**src/rtl/tlf_pkg.sv**
```systemverilog
// ============================================================================
// tlf_pkg: shared types and constants of the text line folder
// Character codes, controller states, command and status bundles.
// ============================================================================
`default_nettype none

package tlf_pkg;

    localparam int CHAR_W = 8;
    localparam int CFG_W  = 6;

    localparam logic [CFG_W-1:0]  WIDTH_RESET = 6'd5;
    localparam logic [CHAR_W-1:0] CH_NEWLINE  = 8'd10;
    localparam logic [CHAR_W-1:0] CH_SPACE    = 8'd32;
    localparam logic [CHAR_W-1:0] CH_TAB      = 8'd9;
    localparam logic [CHAR_W-1:0] CH_HYPHEN   = 8'd45;

    typedef enum logic [2:0] {
        ST_IDLE,
        ST_PREP,
        ST_EMIT,
        ST_HYPH,
        ST_NL,
        ST_MOVE_PREP,
        ST_MOVE,
        ST_APPEND
    } state_t;

    // What the accepted item asks for.
    typedef enum logic [2:0] {
        K_FLUSH,
        K_NEWLINE,
        K_FOLD_BLANK,
        K_FOLD_HYPHEN,
        K_APPEND
    } kind_t;

    typedef enum logic [1:0] {
        OSEL_STORE,
        OSEL_HYPHEN,
        OSEL_NEWLINE
    } out_sel_t;

    typedef struct packed {
        logic     accept;
        logic     idx_clr;
        logic     idx_inc;
        logic     rd_move;
        logic     out_load;
        out_sel_t out_sel;
        logic     out_last;
        logic     move_wr;
        logic     line_clear;
        logic     move_finish;
        logic     append;
    } tlf_cmd_t;

    typedef struct packed {
        kind_t kind;
        logic  emit_done;
        logic  emit_last;
        logic  move_done;
        logic  out_free;
    } tlf_status_t;

endpackage

`default_nettype wire

```
**src/rtl/tlf_in_if.sv**
```systemverilog
// ============================================================================
// tlf_in_if: input character channel
// One character or an end-of-input mark per transfer.
// ============================================================================
`default_nettype none

interface tlf_in_if;
    logic       valid;
    logic       ready;
    logic [7:0] in_char;
    logic       end_of_input;

    modport source (output valid, output in_char, output end_of_input, input ready);
    modport sink   (input valid, input in_char, input end_of_input, output ready);
endinterface

`default_nettype wire

```
**src/rtl/tlf_out_if.sv**
```systemverilog
// ============================================================================
// tlf_out_if: output character channel
// One emitted byte per transfer, with a mark on the last byte of a run.
// ============================================================================
`default_nettype none

interface tlf_out_if;
    logic       valid;
    logic       ready;
    logic [7:0] out_char;
    logic       last_of_run;

    modport source (output valid, output out_char, output last_of_run, input ready);
    modport sink   (input valid, input out_char, input last_of_run, output ready);
endinterface

`default_nettype wire

```
**src/rtl/tlf_cfg_if.sv**
```systemverilog
// ============================================================================
// tlf_cfg_if: configuration write channel
// Carries the line width register value.
// ============================================================================
`default_nettype none

interface tlf_cfg_if;
    logic       valid;
    logic       ready;
    logic [5:0] line_width;

    modport source (output valid, output line_width, input ready);
    modport sink   (input valid, input line_width, output ready);
endinterface

`default_nettype wire

```
**src/rtl/text_line_folder_top.sv**
```systemverilog
// ============================================================================
// text_line_folder_top: folds a character stream into lines of bounded width
// Breaks at the latest blank, or hyphenates a line that has no blank.
// ============================================================================
//
//   Channel  Direction  Payload                     Transfer when
//   in_ch    in         in_char, end_of_input       valid && ready
//   out_ch   out        out_char, last_of_run       valid && ready
//   cfg      in         line_width                  valid && ready (ready tied high)
//
// Reset leaves an empty line and a line width of 5; no clearing pass is needed.
// A stalled output holds the sequencer; no new item is taken until the current
// one has handed all its bytes to the output register.
// ============================================================================
`default_nettype none

module text_line_folder_top #(
    parameter int MAX_WIDTH = 32
) (
    input  wire logic  clk,
    input  wire logic  rst_n,
    tlf_in_if.sink     in_ch,
    tlf_out_if.source  out_ch,
    tlf_cfg_if.sink    cfg
);

    import tlf_pkg::*;

    tlf_cmd_t    cmd;
    tlf_status_t status;

    assign cfg.ready = 1'b1;

    tlf_ctrl u_ctrl (
        .clk      (clk),
        .rst_n    (rst_n),
        .in_valid (in_ch.valid),
        .in_ready (in_ch.ready),
        .status   (status),
        .cmd      (cmd)
    );

    tlf_dp #(
        .MAX_WIDTH (MAX_WIDTH)
    ) u_dp (
        .clk            (clk),
        .rst_n          (rst_n),
        .in_char        (in_ch.in_char),
        .end_of_input   (in_ch.end_of_input),
        .cfg_valid      (cfg.valid),
        .cfg_line_width (cfg.line_width),
        .cmd            (cmd),
        .status         (status),
        .out_ready      (out_ch.ready),
        .out_valid      (out_ch.valid),
        .out_char       (out_ch.out_char),
        .last_of_run    (out_ch.last_of_run)
    );

endmodule

`default_nettype wire

```
**src/rtl/tlf_ram.sv**
```systemverilog
// ============================================================================
// tlf_ram: generic simple dual-port RAM
// One write port, one read port with registered read data.
// ============================================================================
`default_nettype none

module tlf_ram #(
    parameter int WIDTH = 8,
    parameter int DEPTH = 32
) (
    input  wire logic                     clk,
    input  wire logic                     we,
    input  wire logic [$clog2(DEPTH)-1:0] waddr,
    input  wire logic [WIDTH-1:0]         wdata,
    input  wire logic [$clog2(DEPTH)-1:0] raddr,
    output logic      [WIDTH-1:0]         rdata
);

    logic [WIDTH-1:0] mem_reg [DEPTH];

    always_ff @(posedge clk)
    begin
        if (we)
        begin
            mem_reg[waddr] <= wdata;
        end
        rdata <= mem_reg[raddr];
    end

endmodule

`default_nettype wire

```
**src/rtl/tlf_ctrl.sv**
```systemverilog
// ============================================================================
// tlf_ctrl: sequencing controller of the text line folder
// Steps one item through emission, inserted bytes, line move and append.
// ============================================================================
`default_nettype none

module tlf_ctrl (
    input  wire logic                 clk,
    input  wire logic                 rst_n,
    input  wire logic                 in_valid,
    output logic                      in_ready,
    input  wire tlf_pkg::tlf_status_t status,
    output tlf_pkg::tlf_cmd_t         cmd
);

    import tlf_pkg::*;

    state_t state_reg;
    state_t state_next;

    always_ff @(posedge clk or negedge rst_n)
    begin
        if (!rst_n)
        begin
            state_reg <= ST_IDLE;
        end
        else
        begin
            state_reg <= state_next;
        end
    end

    always_comb
    begin
        cmd        = '0;
        cmd.out_sel = OSEL_STORE;
        in_ready   = 1'b0;
        state_next = state_reg;

        case (state_reg)
            ST_IDLE:
            begin
                in_ready = 1'b1;
                if (in_valid)
                begin
                    cmd.accept  = 1'b1;
                    cmd.idx_clr = 1'b1;
                    state_next  = ST_PREP;
                end
            end

            // The store read of column zero is issued here.
            ST_PREP:
            begin
                if (status.kind == K_APPEND)
                begin
                    state_next = ST_APPEND;
                end
                else
                begin
                    state_next = ST_EMIT;
                end
            end

            ST_EMIT:
            begin
                if (status.emit_done)
                begin
                    case (status.kind)
                        K_FLUSH:
                        begin
                            cmd.line_clear = 1'b1;
                            state_next     = ST_IDLE;
                        end
                        K_FOLD_HYPHEN: state_next = ST_HYPH;
                        default:       state_next = ST_NL;
                    endcase
                end
                else if (status.out_free)
                begin
                    cmd.out_load = 1'b1;
                    cmd.out_sel  = OSEL_STORE;
                    cmd.out_last = status.emit_last && (status.kind == K_FLUSH);
                    cmd.idx_inc  = 1'b1;
                end
            end

            ST_HYPH:
            begin
                if (status.out_free)
                begin
                    cmd.out_load = 1'b1;
                    cmd.out_sel  = OSEL_HYPHEN;
                    state_next   = ST_NL;
                end
            end

            ST_NL:
            begin
                if (status.out_free)
                begin
                    cmd.out_load = 1'b1;
                    cmd.out_sel  = OSEL_NEWLINE;
                    cmd.out_last = 1'b1;
                    case (status.kind)
                        K_FOLD_BLANK:
                        begin
                            cmd.idx_clr = 1'b1;
                            state_next  = ST_MOVE_PREP;
                        end
                        K_FOLD_HYPHEN:
                        begin
                            cmd.line_clear = 1'b1;
                            state_next     = ST_APPEND;
                        end
                        default:
                        begin
                            cmd.line_clear = 1'b1;
                            state_next     = ST_IDLE;
                        end
                    endcase
                end
            end

            ST_MOVE_PREP:
            begin
                cmd.rd_move = 1'b1;
                state_next  = ST_MOVE;
            end

            // Text after the blank shifts to the front, one byte per cycle.
            ST_MOVE:
            begin
                cmd.rd_move = 1'b1;
                if (status.move_done)
                begin
                    cmd.move_finish = 1'b1;
                    state_next      = ST_APPEND;
                end
                else
                begin
                    cmd.move_wr = 1'b1;
                    cmd.idx_inc = 1'b1;
                end
            end

            ST_APPEND:
            begin
                cmd.append = 1'b1;
                state_next = ST_IDLE;
            end

            default:
            begin
                state_next = ST_IDLE;
            end
        endcase
    end

endmodule

`default_nettype wire

```
**src/rtl/tlf_dp.sv**
```systemverilog
// ============================================================================
// tlf_dp: datapath of the text line folder
// Line store, fill and blank tracking, width register and output register.
// ============================================================================
`default_nettype none

module tlf_dp #(
    parameter int MAX_WIDTH = 32
) (
    input  wire logic                        clk,
    input  wire logic                        rst_n,
    input  wire logic [tlf_pkg::CHAR_W-1:0]  in_char,
    input  wire logic                        end_of_input,
    input  wire logic                        cfg_valid,
    input  wire logic [tlf_pkg::CFG_W-1:0]   cfg_line_width,
    input  wire tlf_pkg::tlf_cmd_t           cmd,
    output tlf_pkg::tlf_status_t             status,
    input  wire logic                        out_ready,
    output logic                             out_valid,
    output logic      [tlf_pkg::CHAR_W-1:0]  out_char,
    output logic                             last_of_run
);

    import tlf_pkg::*;

    localparam int AW = $clog2(MAX_WIDTH);
    localparam int CW = $clog2(MAX_WIDTH + 1);

    logic [CFG_W-1:0]  width_reg;
    logic [CW-1:0]     fill_reg;
    logic [CW-1:0]     fill_next;
    logic [AW-1:0]     bp_reg;
    logic [AW-1:0]     bp_next;
    logic              seen_reg;
    logic              seen_next;
    logic [CW-1:0]     idx_reg;
    logic [CW-1:0]     idx_next;
    kind_t             kind_reg;
    kind_t             kind_next;
    logic [CHAR_W-1:0] char_reg;
    logic              out_valid_reg;
    logic              out_valid_next;
    logic [CHAR_W-1:0] out_char_reg;
    logic [CHAR_W-1:0] out_char_next;
    logic              out_last_reg;

    logic [CFG_W-1:0]  eff_width;
    logic              line_full;
    logic              blank_usable;
    logic [CW-1:0]     emit_len;
    logic [CW-1:0]     rest_len;
    logic [CW:0]       rd_base;
    logic [CW:0]       rd_off;
    logic [CW:0]       rd_sum;
    logic              ram_we;
    logic [AW-1:0]     ram_waddr;
    logic [CHAR_W-1:0] ram_wdata;
    logic [AW-1:0]     ram_raddr;
    logic [CHAR_W-1:0] ram_rdata;
    logic              char_blank;

    // Width zero acts as one; widths past the store depth act as the depth.
    always_comb
    begin
        if (width_reg == '0)
        begin
            eff_width = CFG_W'(1);
        end
        else if (width_reg > CFG_W'(MAX_WIDTH))
        begin
            eff_width = CFG_W'(MAX_WIDTH);
        end
        else
        begin
            eff_width = width_reg;
        end
    end

    assign line_full    = CFG_W'(fill_reg) >= eff_width;
    assign blank_usable = seen_reg && (CW'(bp_reg) < fill_reg);
    assign char_blank   = (char_reg == CH_SPACE) || (char_reg == CH_TAB);

    always_comb
    begin
        if (end_of_input)
        begin
            kind_next = K_FLUSH;
        end
        else if (in_char == CH_NEWLINE)
        begin
            kind_next = K_NEWLINE;
        end
        else if (line_full)
        begin
            kind_next = blank_usable ? K_FOLD_BLANK : K_FOLD_HYPHEN;
        end
        else
        begin
            kind_next = K_APPEND;
        end
    end

    assign emit_len = (kind_reg == K_FOLD_BLANK) ? CW'(bp_reg) : fill_reg;
    assign rest_len = fill_reg - CW'(bp_reg) - CW'(1);

    assign status.kind      = kind_reg;
    assign status.emit_done = idx_reg == emit_len;
    assign status.emit_last = ((CW + 1)'(idx_reg) + (CW + 1)'(1)) == (CW + 1)'(emit_len);
    assign status.move_done = idx_reg == rest_len;
    assign status.out_free  = !out_valid_reg || out_ready;

    // The read address runs one ahead when the index advances, so the
    // registered read data belongs to the current index whenever bytes are emitted or moved.
    assign rd_base   = cmd.rd_move ? ((CW + 1)'(bp_reg) + (CW + 1)'(1)) : '0;
    assign rd_off    = (CW + 1)'(idx_reg) + (CW + 1)'(cmd.idx_inc);
    assign rd_sum    = rd_base + rd_off;
    assign ram_raddr = rd_sum[AW-1:0];

    assign ram_we    = cmd.move_wr || cmd.append;
    assign ram_waddr = cmd.move_wr ? idx_reg[AW-1:0] : fill_reg[AW-1:0];
    assign ram_wdata = cmd.move_wr ? ram_rdata : char_reg;

    tlf_ram #(
        .WIDTH (CHAR_W),
        .DEPTH (MAX_WIDTH)
    ) u_line_store (
        .clk   (clk),
        .we    (ram_we),
        .waddr (ram_waddr),
        .wdata (ram_wdata),
        .raddr (ram_raddr),
        .rdata (ram_rdata)
    );

    always_comb
    begin
        fill_next = fill_reg;
        bp_next   = bp_reg;
        seen_next = seen_reg;
        if (cmd.line_clear)
        begin
            fill_next = '0;
            bp_next   = '0;
            seen_next = 1'b0;
        end
        else if (cmd.move_finish)
        begin
            fill_next = rest_len;
            bp_next   = '0;
            seen_next = 1'b0;
        end
        else if (cmd.append)
        begin
            fill_next = fill_reg + CW'(1);
            if (char_blank)
            begin
                bp_next   = fill_reg[AW-1:0];
                seen_next = 1'b1;
            end
        end
    end

    always_comb
    begin
        if (cmd.idx_clr)
        begin
            idx_next = '0;
        end
        else if (cmd.idx_inc)
        begin
            idx_next = idx_reg + CW'(1);
        end
        else
        begin
            idx_next = idx_reg;
        end
    end

    always_comb
    begin
        case (cmd.out_sel)
            OSEL_HYPHEN:  out_char_next = CH_HYPHEN;
            OSEL_NEWLINE: out_char_next = CH_NEWLINE;
            default:      out_char_next = ram_rdata;
        endcase
    end

    always_comb
    begin
        if (cmd.out_load)
        begin
            out_valid_next = 1'b1;
        end
        else if (out_ready)
        begin
            out_valid_next = 1'b0;
        end
        else
        begin
            out_valid_next = out_valid_reg;
        end
    end

    always_ff @(posedge clk or negedge rst_n)
    begin
        if (!rst_n)
        begin
            width_reg     <= WIDTH_RESET;
            fill_reg      <= '0;
            bp_reg        <= '0;
            seen_reg      <= 1'b0;
            idx_reg       <= '0;
            kind_reg      <= K_APPEND;
            out_valid_reg <= 1'b0;
        end
        else
        begin
            if (cfg_valid)
            begin
                width_reg <= cfg_line_width;
            end
            if (cmd.accept)
            begin
                kind_reg <= kind_next;
            end
            fill_reg      <= fill_next;
            bp_reg        <= bp_next;
            seen_reg      <= seen_next;
            idx_reg       <= idx_next;
            out_valid_reg <= out_valid_next;
        end
    end

    always_ff @(posedge clk)
    begin
        if (cmd.accept)
        begin
            char_reg <= in_char;
        end
        if (cmd.out_load)
        begin
            out_char_reg <= out_char_next;
            out_last_reg <= cmd.out_last;
        end
    end

    assign out_valid   = out_valid_reg;
    assign out_char    = out_char_reg;
    assign last_of_run = out_last_reg;

endmodule

`default_nettype wire
```
**src/flat_wrapper.sv**
```systemverilog
// flat-port wrapper written by rule: the top's interface ports become plain ports
module text_line_folder_top_flat import tlf_pkg::*;
#(
    parameter int MAX_WIDTH = 32
)
  (clk, rst_n, in_ch_valid, in_ch_in_char, in_ch_end_of_input, in_ch_ready, out_ch_valid, out_ch_out_char, out_ch_last_of_run, out_ch_ready, cfg_valid, cfg_line_width, cfg_ready);
  tlf_in_if in_ch_i ();
  tlf_out_if out_ch_i ();
  tlf_cfg_if cfg_i ();
  input  wire logic clk;
  input  wire logic rst_n;
  input wire logic [$bits(in_ch_i.valid)-1:0] in_ch_valid;
  input wire logic [$bits(in_ch_i.in_char)-1:0] in_ch_in_char;
  input wire logic [$bits(in_ch_i.end_of_input)-1:0] in_ch_end_of_input;
  output wire logic [$bits(in_ch_i.ready)-1:0] in_ch_ready;
  output wire logic [$bits(out_ch_i.valid)-1:0] out_ch_valid;
  output wire logic [$bits(out_ch_i.out_char)-1:0] out_ch_out_char;
  output wire logic [$bits(out_ch_i.last_of_run)-1:0] out_ch_last_of_run;
  input wire logic [$bits(out_ch_i.ready)-1:0] out_ch_ready;
  input wire logic [$bits(cfg_i.valid)-1:0] cfg_valid;
  input wire logic [$bits(cfg_i.line_width)-1:0] cfg_line_width;
  output wire logic [$bits(cfg_i.ready)-1:0] cfg_ready;
  assign in_ch_i.valid = in_ch_valid;
  assign in_ch_i.in_char = in_ch_in_char;
  assign in_ch_i.end_of_input = in_ch_end_of_input;
  assign in_ch_ready = in_ch_i.ready;
  assign out_ch_valid = out_ch_i.valid;
  assign out_ch_out_char = out_ch_i.out_char;
  assign out_ch_last_of_run = out_ch_i.last_of_run;
  assign out_ch_i.ready = out_ch_ready;
  assign cfg_i.valid = cfg_valid;
  assign cfg_i.line_width = cfg_line_width;
  assign cfg_ready = cfg_i.ready;
  text_line_folder_top #(.MAX_WIDTH(MAX_WIDTH)) u_core (.clk(clk), .rst_n(rst_n), .in_ch(in_ch_i), .out_ch(out_ch_i), .cfg(cfg_i));
endmodule
```
**config.mk**
```make
export PLATFORM = sky130hd
export DESIGN_NAME = text_line_folder_top_flat
export DESIGN_NICKNAME = d
export VERILOG_FILES = /design/src/rtl/tlf_pkg.sv /design/src/rtl/tlf_in_if.sv /design/src/rtl/tlf_out_if.sv /design/src/rtl/tlf_cfg_if.sv /design/src/rtl/text_line_folder_top.sv /design/src/rtl/tlf_ram.sv /design/src/rtl/tlf_ctrl.sv /design/src/rtl/tlf_dp.sv /design/src/flat_wrapper.sv
export SDC_FILE = /design/constraint.sdc
export NUM_CORES = 1
export LEC_CHECK = 0
export BUFFER_PORTS_ARGS = -buffer_cell sky130_fd_sc_hd__buf_2
export CAP_MARGIN = 20
export CORE_ASPECT_RATIO = 0.6
export CORE_UTILIZATION = 50
export DETAILED_ROUTE_END_ITERATION = 8
export PLACE_DENSITY_LB_ADDON = 0.2
export SYNTH_ARGS = -nofsm -noshare
export SYNTH_HDL_FRONTEND = slang
export SYNTH_SLANG_ARGS = --single-unit
```
**constraint.sdc**
```tcl
create_clock -name clk -period 8.77 [get_ports clk]
set_input_delay 0 -clock clk [delete_from_list [all_inputs] [get_ports clk]]
set_output_delay 0 -clock clk [all_outputs]
set_load 0.005 [all_outputs]
```
==> results.cfg, run 1 <==
[clock_network]
htreeDepth = 1
cts_resized = 0
cts_tree = yes
cts.sinks = 312
clockBufferDepth = 3
cts_hold_buf = 26
clkTransAtPathRegs_ns = 0.07
postCtsSetupRepairBufs = 0
cts_made_buffers = 29
worstSkewPairLatency_ns = 0.55
cts.root.buffer_cell = clkbuf_16

[setup_path]
regToRegEndpoint = u_core.u_dp.u_line_store.rdata[1]
crit_type = reg2reg
cp-startpoint = u_core.u_dp.fill_reg[0]
critPathLaunchType = register
crit_arrival_ns = 6.61
crit_end = u_core.u_dp.u_line_store.rdata[1]
critPathMaxFanout = 33
r2r_cells = 14
cp.required_ns = 9.15
rrSetupSlack_ns = 2.55
r2r_start = u_core.u_dp.fill_reg[0]
endpoint_kind = register

[run]
drv_cap = 0

[final_layout]
antenna_cells = 0
largest_register_ffs = 256
finalNonFillerCells = 1299
area_growth_pct = 12.0
post-route-util_pct = 57.9
final_nets = 965
drive_gt1_share_pct = 21.3

[placement]
dpl.cell_count = 1220
io_buffers = 30
place_congestion = 0.941
hpwl_mm = 21.4

[route]
drtAntennaViolNets = 0
vias = 7852
dr.pass1.iters = 5
first_iter_violations = 900
routedWlPerCell_um = 24.8
viasPerCell = 6.04
routed_wl_mm = 32.2
drc_errors = 0

[power_and_ir_drop]
ir_worst_vdd_uv = 345
p_leak_uw = 0.00534
pwr_density_cell_nw_per_um2 = 441
finalPower_uw = 6860

[logic_synthesis]
synth_edf_count = 273
synth_area_um2 = 13900
syn_avg_cell_area_um2 = 16.0
synth_ff_type = edfxtp_1
yosys.area.top_type_share_pct = 59.1
synth.most_common_cell = edfxtp_1
synthTopCellsByCount = edfxtp_1, mux4_2, nor2_1
synthCells = 865
ys_ff_latch = 312
ys_warn_count = 0
ys_async_sr_fraction_pct = 9.94
synth_nets = 912
synth.area.top_cells = edfxtp_1, mux4_2, dfrtp_1
ys_types = 64
synth.yosys.seq_area_share_pct = 65.9
yosysTopAreaCell = edfxtp_1

[grt]
grt_max_degree = 48
grt_pass1_vias = 7931
antenna_found_initial = 3
grt_pass1_wl_mm = 49.6
grt-ovfl-total = 0
grt.total_usage_pct = 23.9

[floorplanning]
initial_core_util_pct = 51.7
die_w_um = 217
ioPinCount = 32
die_h_um = 131
dieArea_um2 = 28400
core_area_um2 = 26800
rows = 46

[sta]
post-route-period-util_pct = 71.0
finalSetupViolations = 0
slew-limit-headroom_pct = 19.0
slew_viol_final = 0
skew_ns = 0.0152
period_minus_slack_ns = 6.22
worst-slew-pin-transition_ns = 1.21
fin_tns_setup_ns = 0
hold_viol = 0
rsz0062_at_grt = no
timing.fmax_mhz = 161

[min_path]
hold_path_class = in2async

[status]
outcome = complete, no violations
[per-stage QoR]
stage | setup WS (ns) | hold slack, ns | instance area, um^2
after floorplan | 4.13 | -0.296 | 13900
after global placement | 2.54 | 0.0936 | 14400
after detailed placement | 2.45 | 0.115 | 14400
after CTS | 2.41 | 0.0681 | 15500
after global routing | 2.21 | 0.131 | 15500
final | 2.55 | 0.0651 | 15500
[worst max-delay path, stage by stage, from the launching register on]
cell and delay (ns):
dfrtp_1 0.50, ha_1 0.29, fa_1 0.47, xnor2_1 0.25
xnor2_1 0.11, nor3_1 0.27, o2111a_1 0.56, o22ai_2 0.25
fa_4 0.54, fa_2 1.19, buf_4 0.55, mux4_2 0.40
mux2_2 0.27, a21oi_1 0.20, o21ai_0 0.19
[power by group]
group          internal, uW  switching (uW)  leakage [uW]  total (uW)
Sequential             1910             196       0.00292        2110
Clock                   625             538      0.000423        1160
Combinational          1670            1920       0.00199        3590
[per-layer routing]
metal / track usage [%] / vias to the layer above / routed length [um]
met2: 33.1 / 355 / 13100
met1: 37.2 / 3997 / 15200
met4: 4.93 / 2 / 500
met3: 7.15 / 38 / 3510
met5: 0 / - / 17
li1: - / 3460 / -
[worst min path at each step]
stage,end,slack [ns],depth (start not counted)
final,u_core.u_dp.width_reg[4],0.07,2
after global routing,u_core.u_dp.width_reg[4],0.13,2
after CTS,u_core.u_dp.width_reg[4],0.07,2
after detailed placement,u_core.u_dp.width_reg[4],0.12,1
after global placement,u_core.u_dp.fill_reg[1],0.09,1
after floorplan,u_core.u_ctrl.state_reg[0],-0.30,0
[cell usage in the layout (no fill, tap or decap), types with 4 or more instances in the layout]
cell type	Yosys	layout
a211oi_1	7	7
a21o_1	6	6
a21oi_1	28	28
and3_1	4	4
buf_2	12	30
buf_4	4	12
clkbuf_1	25	5
clkbuf_16	0	29
clkinv_2	0	8
dfrtp_1	28	28
dfxtp_1	8	8
dlygate4sd3_1	0	26
edfxtp_1	273	273
ha_1	24	24
inv_1	20	20
mux2_2	31	31
mux2i_1	30	30
mux4_2	64	64
nand2_1	54	54
nand2b_1	7	7
nand3_1	10	10
nand4b_1	5	5
nor2_1	61	61
nor2b_1	7	7
nor3_1	15	15
nor4_1	9	9
o211ai_1	10	10
o21ai_0	27	27
xnor2_1	17	16
xor2_1	12	11
[layout make-up]
type / count / area (um^2)
inverter: 20 / 75.1
timing repair buffer: 69 / 528
tap: 360 / 450
clock inverter: 16 / 91.3
sequential: 312 / 9140
fill: 2100 / 11300
clock buffer: 36 / 772
multi-input combinational: 486 / 4480
[kinds of logic (layout without fill, tap and decap cells)]
group	after synthesis	count (layout)	synth area share [%]
AO/OA/AOI/OAI	102	102	4.69
XOR/XNOR	32	32	2.27
flip-flops	312	312	65.9
adder cells (fa/ha/maj)	27	27	2.60
AND/OR/NAND/NOR	198	198	7.12
other	1	1	0.0270
buffers and inverters	67	141	2.14
multiplexers	126	126	15.2
(Power assumes the default switching activity.)
==> run 2, diff against run 1 <==
==> constraint.sdc (replaced) <==
create_clock -name clk -period 5.2 [get_ports clk]
set_input_delay 0 -clock clk [delete_from_list [all_inputs] [get_ports clk]]
set_output_delay 0 -clock clk [all_outputs]
set_load 0.005 [all_outputs]
==> run 2 against run 1 <==
Compared with the run above: worst hold slack gained 0.015 ns; largest power group unchanged; sequential power grew 63%; clock-buffer cell count shrank 3; wire length is 1.1% higher; register-to-register slack worse by 2.2 ns; die area did not move; largest cell class unchanged; first-iteration DRC count is 4.7% lower; sequential share of layout area is 1.8 points lower; setup slack got worse by 2.2 ns; via count rose by 2.6%.
==> results.cfg, run 2 (synthesis gave the netlist of run 1 again) <==
[status]
outcome = complete, no violations

[final_layout]
area_growth_pct = 15.5
final_cell_mix = edfxtp_1, mux4_2, nor2_1
largest_register_ffs = 256
antenna_cells = 0
post-route-util_pct = 59.7
drive_gt1_share_pct = 24.3
final_common_cell = edfxtp_1
final_nets = 993
fillers = 2034

[sta]
skew_ns = 0.0163
hold_viol = 0
rsz0062_at_grt = no
post-route-period-util_pct = 94.1
timing.fmax_mhz = 204
worst-slew-pin-transition_ns = 1.02
slew-limit-headroom_pct = 31.7
fin_tns_setup_ns = 0
period_minus_slack_ns = 4.89
slew_viol_final = 0
finalSetupViolations = 0

[setup_path]
crit_family = adder cells
critPathLaunchType = register
cpPeakStageDelay_ns = 0.63
crit_path_frequent_cell = xnor2_1
crit_chain = ha_1 > fa_1 > xnor2_1 > xnor2_1 > nor3_2 > o2111a_1 > o22ai_2 > fa_4 > fa_2 > buf_4 > mux4_2 > mux2_2 > o211ai_1 > o21ai_0
crit_arrival_ns = 5.31
cp_slowest_cell = fa_2
r2r_start = u_core.u_dp.fill_reg[0]
cp.required_ns = 5.62
r2r_cells = 14
cp-startpoint = u_core.u_dp.fill_reg[0]
crit_type = reg2reg
path_buf_inv = 1
critPathMaxFanout = 16
endpoint_kind = register
cp_num_cells = 14

[power_and_ir_drop]
ir_worst_vdd_uv = 812
power_switching_uw = 4520
pwr_density_cell_nw_per_um2 = 764
switching_share_pct = 36.9
clockPowerShare_pct = 19.7
combinationalPowerShare_pct = 52.2
p_leak_uw = 0.00560
power.internal_uw = 7720
seqPwrFrac_pct = 28.1

[clock_network]
worstSkewPairLatency_ns = 0.55
htreeDepth = 1
cts_tree = yes
cts.root.buffer_cell = clkbuf_16
clkTransAtPathRegs_ns = 0.07
cts.sinks = 312
clockBufferDepth = 3
cts_made_buffers = 28

[placement]
hpwl_mm = 22.2
place_congestion = 0.934
io_buffers = 30

[grt]
grt-ovfl-total = 0
grt_pass1_wl_mm = 49.8
grt_max_degree = 33
antenna_found_initial = 3
grt.total_usage_pct = 24.1
grt_pass1_vias = 8011

[floorplanning]
die_w_um = 217
ioPinCount = 32
core_area_um2 = 26800
initial_core_util_pct = 51.7
rows = 46
dieArea_um2 = 28400
die_h_um = 131

[route]
first_iter_violations = 858
routedWlPerCell_um = 24.5
vias = 8058
dr.pass1.iters = 7
drc_errors = 0
viasPerCell = 6.07
drtAntennaViolNets = 0
routed_wl_mm = 32.6

[run]
drv_cap = 0

[min_path]
hold_path_class = in2async
run 2: changes by cell type in the layout (fill, tap and decap cells not counted), moves of 2 or more:
cell	delta
clkinv_2	-5
inv_6	+2
a21oi_2	+2
buf_4	+25
buf_12	+4
a21oi_1	-2
clkbuf_1	-2
bufinv_16	+9
clkinvlp_4	-2
run 2: repair_timing:
action,in CTS,in global routing
endpoints found under the setup margin,0,4
endpoints found under the hold margin,52,0
hold buffers,26,0
gates resized for setup,0,4
setup buffers,0,0
run 2: power by group through the flow:
stage	clock network [uW]	logic, uW	registers [uW]
after floorplan	0	4490	3370
after global placement	0	6250	3480
after detailed placement	0	6320	3490
after CTS	2430	6360	3440
after global routing	2530	6890	3470
final	2410	6380	3440
run 2: final timing paths:
| check | end | slack [ns] |
|---|---|---|
| max reg2reg | u_core.u_dp.u_line_store.rdata[5] | 0.31 |
| max | u_core.u_dp.u_line_store.rdata[5] | 0.31 |
| min | u_core.u_dp.fill_reg[2] | 0.08 |
| max in group asynchronous | u_core.u_dp.out_valid | 4.58 |
| min reg2reg | u_core.u_dp.seen_reg | 0.51 |
| min in group clk | u_core.u_dp.char_reg[3] | 0.19 |
run 2: layout make-up:
cell class | instances | area [um^2] | share of cell area (%)
clock buffer | 33 | 751 | 4.69
multi-input combinational | 486 | 4490 | 28.0
sequential | 312 | 9140 | 57.0
tap | 360 | 450 | 2.81
clock inverter | 19 | 335 | 2.09
timing repair buffer | 98 | 779 | 4.87
inverter | 20 | 75.1 | 0.469
run 2: metrics by stage:
step                      power [uW]  std cells  worst slack (ns)  area [um^2]  hold slack, ns
after floorplan                 7860        865             0.559        13900          -0.296
after global placement          9720       1250             0.184        14700          0.0919
after detailed placement        9810       1250             0.123        14700           0.118
after CTS                      12200       1328            0.0956        16000          0.0628
after global routing           12900       1328            0.0598        16000           0.131
final                          12200       1328             0.308        16000          0.0803
run 2: worst register-to-register path, stage by stage (launching register included):
cell and delay [ns]:
dfrtp_1 0.50, ha_1 0.29, fa_1 0.48, xnor2_1 0.25, xnor2_1 0.10, nor3_2 0.21
o2111a_1 0.29, o22ai_2 0.12, fa_4 0.51, fa_2 0.63, buf_4 0.28, mux4_2 0.37
mux2_2 0.30, o211ai_1 0.29, o21ai_0 0.13
run 2: layer usage:
| metal | GRT usage, % | routed length (um) |
|---|---|---|
| met5 | 0 | 0 |
| met2 | 34.0 | 13500 |
| met3 | 5.83 | 3280 |
| met1 | 38.4 | 15400 |
| met4 | 3.65 | 365 |
==> run 3, diff against run 2 <==
--- a/config.mk
+++ b/config.mk
@@ -5,9 +5,10 @@
 export SDC_FILE = /design/constraint.sdc
 export NUM_CORES = 1
 export LEC_CHECK = 0
+export ABC_AREA = 1
 export BUFFER_PORTS_ARGS = -buffer_cell sky130_fd_sc_hd__buf_2
 export CAP_MARGIN = 20
-export CORE_ASPECT_RATIO = 0.6
+export CORE_ASPECT_RATIO = 0.75
 export CORE_UTILIZATION = 50
 export DETAILED_ROUTE_END_ITERATION = 8
 export PLACE_DENSITY_LB_ADDON = 0.2
==> run 3 against run 2 <==
Compared with the run above: worst hold slack got worse by 0.038 ns; combinational power decreased by 33%; die area increased by 3.8%; critical path type unchanged; register-to-register slack improved by 0.02 ns; via count increased by 27%; largest power group unchanged; area after synthesis increased by 3.9%; clock-buffer cell count increased by 4.
==> results.cfg, run 3 <==
[setup_path]
cp.required_ns = 5.69
endpoint_kind = register
r2r_start = u_core.u_dp.bp_reg[0]
crit_end = u_core.u_dp.u_line_store.rdata[0]
critPathMaxFanout = 33
crit_chain = inv_1 > ha_1 > fa_1 > inv_1 > nand2_1 > nand4_1 > nor2_2 > nand3_2 > nor2_4 > nand2_4 > nand2_8 > nand2_2 > fa_4 > fa_4 > buf_12 > o21ai_0 > o32ai_1 > nand2_1 > o21ai_0 > nand2_1 > o21ai_0 > nand2_1 > o21ai_0
r2r_cells = 23
cpPeakStageDelay_ns = 0.98
regToRegEndpoint = u_core.u_dp.u_line_store.rdata[0]
rrSetupSlack_ns = 0.33
cp-startpoint = u_core.u_dp.bp_reg[0]
crit_arrival_ns = 5.37
crit_type = reg2reg
cp_slowest_cell = fa_4
critPathLaunchType = register

[placement]
io_buffers = 30
hpwl_mm = 23.0
dpl.cell_count = 1763
place_congestion = 0.866
dpl_worst_slack_ns = 0.238

[final_layout]
area_growth_pct = 14.8
finalNonFillerCells = 1850
final_nets = 1488
final_common_cell = edfxtp_1
largest_register_ffs = 256
antenna_cells = 0
drive_gt1_share_pct = 11.7
final_cell_mix = edfxtp_1, nor2_1, nand2_1

[clock_network]
cts.root.buffer_cell = clkbuf_16
htreeDepth = 1
cts.sinks = 312
worstSkewPairLatency_ns = 0.59
clockBufferDepth = 3
cts_tree = yes
clkTransAtPathRegs_ns = 0.07
cts_made_buffers = 30

[route]
dr.pass1.iters = 5
drc_errors = 0
routedWlPerCell_um = 19.6
vias = 10300
routed_wl_mm = 36.2
first_iter_violations = 1041
viasPerCell = 5.54
drtAntennaViolNets = 0

[grt]
antenna_found_initial = 0
grt-ovfl-total = 0
grt_pass1_wl_mm = 55.4
grt_pass1_vias = 9564
grt.total_usage_pct = 25.0
grt_max_degree = 65

[logic_synthesis]
syn_avg_cell_area_um2 = 10.5
synth_nets = 1417
ys_types = 45
synth_ff_type = edfxtp_1
synth_edf_count = 273
synth.area.top_cells = edfxtp_1, nor2_1, nand2_1
ys_async_sr_fraction_pct = 9.94
yosys.area.top_type_share_pct = 56.9
yosysTopAreaCell = edfxtp_1
synthCells = 1370
synth_area_um2 = 14400
ys_ff_latch = 312
synth.yosys.seq_area_share_pct = 63.4
synth.most_common_cell = edfxtp_1
synthTopCellsByCount = edfxtp_1, nor2_1, nand2_1
ys_warn_count = 0

[power_and_ir_drop]
seqPwrFrac_pct = 33.0
clockPowerShare_pct = 22.5
power.internal_uw = 5770
p_leak_uw = 0.00639
switching_share_pct = 40.3
finalPower_uw = 9670
ir_worst_vdd_uv = 331
pwr_density_cell_nw_per_um2 = 585
power_switching_uw = 3900
combinationalPowerShare_pct = 44.5

[floorplanning]
die_w_um = 198
die_h_um = 149
initial_core_util_pct = 51.1
dieArea_um2 = 29500
core_area_um2 = 28200
ioPinCount = 32
rows = 53

[run]
drv_cap = 0

[sta]
slew-limit-headroom_pct = 38.3
fin_ws_ns = 0.325
hold_viol = 0
timing.fmax_mhz = 205
post-route-period-util_pct = 93.7
finalSetupViolations = 0
slew_viol_final = 0
rsz0062_at_grt = no
worst-slew-pin-transition_ns = 0.921
fin_tns_setup_ns = 0
period_minus_slack_ns = 4.87
skew_ns = 0.0345

[min_path]
hold_path_class = in2async

[status]
outcome = complete, no violations
==> run 3: changes by cell type after synthesis, moves of 14 or more <==
cell / before / now
nor2_1: 61 / 239
xnor2_1: 17 / 2
o32ai_1: 2 / 57
o21ai_0: 27 / 138
mux2_2: 31 / 2
nand3_1: 10 / 57
nand2_1: 54 / 224
inv_1: 20 / 129
clkbuf_1: 25 / 42
mux2i_1: 30 / 8
nand4_1: 3 / 17
mux4_2: 64 / 0
==> run 3: worst max-delay path: cells and delay by family (launching register included) <==
kind	cells	cell delay, ns
AOI/OAI and AO/OA	5	0.65
adders and majority gates	4	2.28
buffers and inverters	3	0.38
DFF	1	0.41
and+or+nand+nor	11	1.05
==> run 3: layout make-up <==
cell class	instances	area, um^2
clock inverter	19	169
tap	385	482
clock buffer	37	817
fill	2331	11600
timing repair buffer	100	883
inverter	132	497
sequential	312	9140
multi-input combinational	865	4550
==> run 3: logic make-up (layout without fill, tap and decap cells) <==
| group | Yosys count | count (layout) | share of synthesized area, % |
|---|---|---|---|
| AND/OR/NAND/NOR | 580 | 580 | 17.2 |
| other | 1 | 1 | 0.0260 |
| flip-flops | 312 | 312 | 63.4 |
| adder cells (fa/ha/maj) | 27 | 27 | 2.50 |
| XOR/XNOR | 17 | 17 | 1.03 |
| multiplexers | 10 | 10 | 0.712 |
| buffers and inverters | 193 | 288 | 5.32 |
| AO/OA/AOI/OAI | 230 | 230 | 9.74 |
==> run 3: worst min-delay path by stage <==
stage / start / to / slack, ns
global placement: rst_n / u_core.u_dp.width_reg[5] / 0.12
detailed placement: rst_n / u_core.u_dp.width_reg[5] / 0.13
floorplan: rst_n / u_core.u_ctrl.state_reg[0] / -0.30
CTS: rst_n / u_core.u_dp.bp_reg[2] / 0.05
finish: rst_n / u_core.u_dp.bp_reg[2] / 0.04
global route: rst_n / u_core.u_dp.idx_reg[0] / 0.13
==> run 3: metrics by stage <==
step	hold slack [ns]	util [%]	area (um^2)
after floorplan	-0.296	-	14400
final	0.0424	58.7	16500
after detailed placement	0.129	54.0	15200
after CTS	0.0506	58.5	16500
after global placement	0.120	53.9	15200
after global routing	0.128	58.7	16500
==> run 3: metal layers <==
layer  part of all wire, %  up-vias  GRT usage [%]
met5                     0        -              0
met4                   1.6        0           5.19
met3                   8.4       41           3.96
met2                    42      408           35.9
met1                    48     4912           39.8
li1                      -     4893              -
==> run 3: repair_timing <==
action,4_1_cts,5_1_grt
setup buffers,0,1
gates resized for setup,0,0
endpoints found under the hold margin,53,0
hold buffers,29,0
endpoints found under the setup margin,0,8
==> run 3: power by group through the flow <==
stage,sequential (uW),clock (uW),combinational (uW)
4_1_cts,3190,2200,4210
2_1_floorplan,3210,0,2760
5_1_grt,3200,2290,4790
3_3_place_gp,3250,0,4110
3_5_place_dp,3240,0,4170
6_report,3190,2180,4300
